--- config.mk ---
export PLATFORM = sky130hd
export DESIGN_NAME = tcrr_link_store
export DESIGN_NICKNAME = d
export VERILOG_FILES = /design/src/tcrr_pkg.sv /design/src/tcrr_link_store.sv
export SDC_FILE = /design/constraint.sdc
export NUM_CORES = 2
export LEC_CHECK = 0
export BUFFER_PORTS_ARGS = -buffer_cell sky130_fd_sc_hd__buf_2
export CORE_AREA = 2 2 697 699
export CTS_CLUSTER_SIZE = 12
export DETAILED_ROUTE_END_ITERATION = 8
export DIE_AREA = 0 0 699 701
export PLACE_DENSITY_LB_ADDON = 0.1
export SLEW_MARGIN = 20
export SYNTH_ARGS = -nofsm -noshare
export SYNTH_HDL_FRONTEND = slang
export SYNTH_MEMORY_MAX_BITS = 65536
export SYNTH_SLANG_ARGS = --single-unit
export TNS_END_PERCENT = 1
--- constraint.sdc ---
create_clock -name clk -period 2.1 [get_ports clk]
set_input_delay 0.42 -clock clk [delete_from_list [all_inputs] [get_ports clk]]
set_output_delay 0.42 -clock clk [all_outputs]
set_load 0.005 [all_outputs]
--- src/tcrr_pkg.sv ---
`default_nettype none
// ---------------------------------------------------------------------------
// tcrr_pkg
// Shared types and constants of the two-class interleaved round-robin
// scheduler: payload structs, membership codes and the link store interface.
// ---------------------------------------------------------------------------
package tcrr_pkg;

    // Node space. The rings hold node numbers below MAX_NODES.
    localparam int MAX_NODES = 256;
    localparam int NODE_W    = $clog2(MAX_NODES);
    localparam int LEN_W     = $clog2(MAX_NODES + 1);

    // Fixed field widths of the channels.
    localparam int KIND_W  = 2;
    localparam int ID_W    = 8;
    localparam int CNT_W   = 9;
    localparam int RATIO_W = 8;

    // Item kinds.
    localparam logic [KIND_W-1:0] KIND_REGISTER   = 2'd0;
    localparam logic [KIND_W-1:0] KIND_TO_ACTIVE  = 2'd1;
    localparam logic [KIND_W-1:0] KIND_TO_STANDBY = 2'd2;
    localparam logic [KIND_W-1:0] KIND_REQUEST    = 2'd3;

    localparam logic [RATIO_W-1:0] RATIO_RESET = 8'd1;

    typedef logic [NODE_W-1:0] node_t;
    typedef logic [LEN_W-1:0]  len_t;

    // Which ring holds a node.
    typedef enum logic [1:0] {
        MEMB_NONE    = 2'd0,
        MEMB_ACTIVE  = 2'd1,
        MEMB_STANDBY = 2'd2
    } memb_t;

    typedef struct packed {
        logic [KIND_W-1:0] kind;
        logic [ID_W-1:0]   node_id;
    } item_t;

    typedef struct packed {
        logic [ID_W-1:0]  next_node;
        logic             next_valid;
        logic             from_standby;
        logic [CNT_W-1:0] active_count;
        logic [CNT_W-1:0] standby_count;
    } result_t;

    // Word of the forward link memory: the ring a node sits in and its successor.
    typedef struct packed {
        memb_t memb;
        node_t next;
    } next_word_t;

    typedef struct packed {
        logic  en;
        node_t next_addr;
        node_t prev_addr_a;
        node_t prev_addr_b;
    } link_rd_t;

    typedef struct packed {
        logic       next_we;
        node_t      next_addr;
        next_word_t next_data;
        logic       prev_we;
        node_t      prev_addr;
        node_t      prev_data;
    } link_wr_t;

    typedef struct packed {
        next_word_t next_word;
        node_t      prev_a;
        node_t      prev_b;
    } link_rsp_t;

endpackage : tcrr_pkg
`default_nettype wire

--- src/tcrr_link_store.sv ---
`default_nettype none
// ---------------------------------------------------------------------------
// tcrr_link_store
// Doubly linked ring storage indexed by node number. The forward memory also
// carries the membership code, which reads as "in no ring" until the entry
// has been written once since reset.
// ---------------------------------------------------------------------------
module tcrr_link_store (
    input  wire logic               clk,
    input  wire logic               rst_n,
    input  wire tcrr_pkg::link_rd_t rd,
    input  wire tcrr_pkg::link_wr_t wr,
    output tcrr_pkg::link_rsp_t     rsp
);
    import tcrr_pkg::*;

    next_word_t             next_mem [MAX_NODES];
    node_t                  prev_mem [MAX_NODES];
    logic [MAX_NODES-1:0]   written_reg;

    next_word_t next_rd_reg;
    node_t      prev_a_rd_reg;
    node_t      prev_b_rd_reg;
    logic       written_rd_reg;

    always_ff @(posedge clk)
    begin
        if (wr.next_we)
        begin
            next_mem[wr.next_addr] <= wr.next_data;
        end
        if (wr.prev_we)
        begin
            prev_mem[wr.prev_addr] <= wr.prev_data;
        end
        if (rd.en)
        begin
            next_rd_reg   <= next_mem[rd.next_addr];
            prev_a_rd_reg <= prev_mem[rd.prev_addr_a];
            prev_b_rd_reg <= prev_mem[rd.prev_addr_b];
        end
    end

    always_ff @(posedge clk or negedge rst_n)
    begin
        if (!rst_n)
        begin
            written_reg    <= '0;
            written_rd_reg <= 1'b0;
        end
        else
        begin
            if (wr.next_we)
            begin
                written_reg[wr.next_addr] <= 1'b1;
            end
            if (rd.en)
            begin
                written_rd_reg <= written_reg[rd.next_addr];
            end
        end
    end

    always_comb
    begin
        rsp.next_word.next = next_rd_reg.next;
        rsp.next_word.memb = written_rd_reg ? next_rd_reg.memb : MEMB_NONE;
        rsp.prev_a         = prev_a_rd_reg;
        rsp.prev_b         = prev_b_rd_reg;
    end

endmodule : tcrr_link_store
`default_nettype wire

==> insert_results.sql <==
INSERT INTO impl_metrics (metric_group, metric, value, unit) VALUES
('timing', 'fin_worst_skew', '56.7', 'ps'),
('yosys', 'synthAdderAreaFrac', '0', '%'),
('clock_tree', 'path_clk_slew', '60', 'ps'),
('detailed_routing', 'drt_drc_violations_left', '0', ''),
('timing', 'relSlewSlack', '38.8', '%'),
('yosys', 'synth-edff-count', '4634', ''),
('floorplan', 'fp.coreArea', '482000', 'sq um'),
('power', 'total_leakage_power', '81.5', 'nW'),
('floorplan', 'ios', '89', ''),
('clock_tree', 'ctsLongestPathBuffers', '4', ''),
('critical_path', 'worstSetupStartpointType', 'flop', ''),
('yosys', 'ys_seq_elements', '4891', ''),
('timing', 'setup_slack', '-530', 'ps'),
('detailed_routing', 'drt-initial-drc-count', '12100', ''),
('yosys', 'simple_logic_cell_fraction_of_the_synthesized_area', '2.62', '%'),
('timing', 'fmax', '0.380', 'GHz'),
('finish', 'design_area', '247000', 'sq um'),
('timing', 'timing.final.crit_period', '2630', 'ps'),
('finish', 'largest_reg_flops', '2560', ''),
('placed_design', 'port_buffers', '88', ''),
('grt', 'globalRouteOverflowTotal', '0', ''),
('placed_design', 'placed_cells', '17600', ''),
('grt', 'grt_pass1_wl', '878', 'mm'),
('clock_tree', 'later_pin_clock_latency_in_the_skew_report', '1070', 'ps'),
('clock_tree', 'total_cts_buffers', '544', ''),
('timing', 'maxSlewViolCount', '0', ''),
('floorplan', 'start_util', '41.9', '%'),
('critical_path', 'crit_path_max_fanout', '1', ''),
('yosys', 'synth_mux_area_share', '19.3', '%'),
('floorplan', 'fp.dieH', '701', 'microns'),
('yosys', 'synth_xor_area_share', '0', '%'),
('outcome', 'violations_in_the_final_reports', 'setup timing', ''),
('yosys', 'largest_family_of_logic_cells_by_synthesized_area', 'multiplexers', ''),
('placed_design', 'post_dp_cell_area', '228000', 'sq um'),
('timing', 'timing.final.setup_violations', '45', ''),
('clock_tree', 'cts_num_sinks', '4891', ''),
('clock_tree', 'cts_tree', 'done', ''),
('finish', 'layout-area-overhead-vs-synth', '22.1', '%'),
('grt', 'grt_max_degree', '89', ''),
('detailed_routing', 'routed_wire_length', '621', 'mm'),
('yosys', 'synth.lib_cells_used.distinct', '45', ''),
('yosys', 'synth_sequential_area_ratio', '72.1', '%'),
('timing', 'setup_repair_after_global_routing_missed_its_margin', 'yes', ''),
('timing', 'timing_worst_slew_pin_value', '915', 'ps'),
('clock_tree', 'cts_htree_levels', '6', ''),
('yosys', 'async_reset_ff_share', '5.25', '%'),
('critical_path', 'setup.worst_path.class', 'flop to flop', ''),
('detailed_routing', 'routed_via_density', '6.01', ''),
('yosys', 'synth_flop_cell', 'edfxtp_1', ''),
('grt', 'global_route.usage.total', '25.0', '%'),
('yosys', 'synth_fp_nets', '9858', ''),
('critical_path', 'endpoint_type_of_the_worst_setup_path', 'flop', ''),
('critical_path', 'worst_ep_arrival_time', '3440', 'ps'),
('clock_tree', 'ctsRootBufferMaster', 'clkbuf_16', ''),
('placed_design', 'finalWeightedCongestion', '0.889', ''),
('grt', 'antenna_violations_before_repair', '29', ''),
('timing', 'hold_viol_final', '0', ''),
('floorplan', 'die_width', '699', 'microns'),
('power', 'pwr_density', '877', 'nW/um^2'),
('timing', 'final_hold_slack', '98.3', 'ps'),
('finish', 'layout_cells_sized_above_1', '41.7', '%'),
('floorplan', 'die_area', '490000', 'sq um'),
('min_path', 'min_path_type', 'primary input to flop', ''),
('timing', 'min_period_over_period', '125', '%'),
('critical_path', 'worst-r2r-setup-slack', '-530', 'ps'),
('detailed_routing', 'routed_wire_length_per_instance', '33.4', 'microns'),
('floorplan', 'num_rows', '255', ''),
('critical_path', 'data_required_time_of_the_critical_path', '2910', 'ps'),
('finish', 'layout.filler_cells', '38400', ''),
('outcome', 'result_of_the_run', 'complete, but fails checks', ''),
('finish', 'finish.cell_count_without_fillers', '18600', '');
## cell type report
cell class	count	area (sq um)	share of cell area (%)
antenna	15	37.5	0.0152
sequential	4891	146000	59.0
inverter	5	18.8	0.00761
multi-input combinational	4191	55100	22.3
timing repair buffer	2079	20800	8.45
clock inverter	224	2100	0.851
tap	6425	8040	3.26
clock buffer	743	14900	6.06
## power by group
group / internal, W / switching, W
Sequential: 0.107 / 0.000377
Clock: 0.0529 / 0.0391
Combinational: 0.00710 / 0.00942
Total: 0.167 / 0.0489
## cell usage after synthesis (all sizes together), types with 2 or more instances
library cell,count,area [sq um]
a311oi,3,26.3
mux4,1709,38500
o22ai,58,363
buf,296,1620
a22oi,840,6310
nand3,31,155
a211oi,5,37.5
nor3,9,45.0
nor2b,17,106
nor3b,2,15.0
nor2,526,1970
a31oi,2,12.5
or3b,2,17.5
a22o,2,17.5
a21oi,422,2110
o221ai,12,105
o21ai,2,10.0
o32ai,2,17.5
and2,5,31.3
dfrtp,257,6430
clkbuf,412,1550
nand2b,17,106
mux2,3,33.8
nand3b,2,15.0
or2,290,1810
inv,5,18.8
edfxtp,4634,139000
mux2i,39,390
a2111oi,2,17.5
nor4,109,682
nand4,10,62.6
nand2,61,229
## logic make-up after synthesis
group | after synthesis
flops | 4891
simple gates | 1086
mux | 1751
compound gates | 1354
buf+inv | 713
## cell usage in the layout (no fill, tap or decap), drive strengths merged, types with 3 or more instances in the layout
| cell type | count |
|---|---|
| mux2i | 39 |
| nand2b | 17 |
| bufinv | 23 |
| nor2b | 17 |
| o22ai | 58 |
| edfxtp | 4634 |
| a22oi | 840 |
| nand2 | 61 |
| a21oi | 422 |
| clkbuf | 743 |
| or2 | 290 |
| clkinvlp | 7 |
| buf | 2051 |
| diode | 15 |
| nand3 | 31 |
| dfrtp | 257 |
| and2 | 5 |
| inv | 32 |
| nor4 | 109 |
| mux2 | 3 |
| a211oi | 5 |
| nor2 | 526 |
| nand4 | 10 |
| mux4 | 1709 |
| o221ai | 12 |
| dlygate4sd3 | 28 |
| a311oi | 3 |
| clkinv | 167 |
| nor3 | 9 |
## worst paths after layout
kind	startpoint	to
worst max-delay path	next_mem[123][6]	rsp[22]
worst min-delay path	wr[34]	next_mem[223][7]
worst max register to register	next_mem[123][6]	rsp[22]
worst min register to register	written_reg[220]	written_reg[220]
max in group asynchronous	rst_n	written_reg[133]
min in group asynchronous	rst_n	written_reg[145]
## worst max-delay path, stage by stage, from the launching register on
cell      delay [ps]
edfxtp_1         350
mux4_2           520
a22oi_1          210
buf_4            150
a21oi_1          130
nor4_4           430
buf_4            220
o22ai_4           90
or2_1            270
## through the flow
step	setup TNS [ps]	worst slack, ps	power [W]
final	-13440	-530	0.216
after global routing	-15760	-572	0.223
after CTS	-15160	-508	0.218
after detailed placement	-153670	-2120	0.126
after global placement	-156780	-2120	0.126
after floorplan	-38340	-367	0.117
## layer usage
| metal | wire length (microns) | track usage, % | vias to the layer above |
|---|---|---|---|
| met5 | 60 | 0 | - |
| met3 | 39200 | 3.65 | 996 |
| met4 | 24300 | 8.56 | 10 |
| li1 | - | - | 45800 |
| met2 | 307000 | 41.9 | 4387 |
| met1 | 250000 | 33.8 | 60500 |
## timing repair
item,4_1_cts,5_1_grt
cloned,0,0
hold endpoints to repair,2450,0
resized for setup,251,72
pin swaps,55,26
buffers inserted,0,0
endpoints found under the setup margin,53,47
hold buffers,28,0
Power figures use the tool's default switching activity.
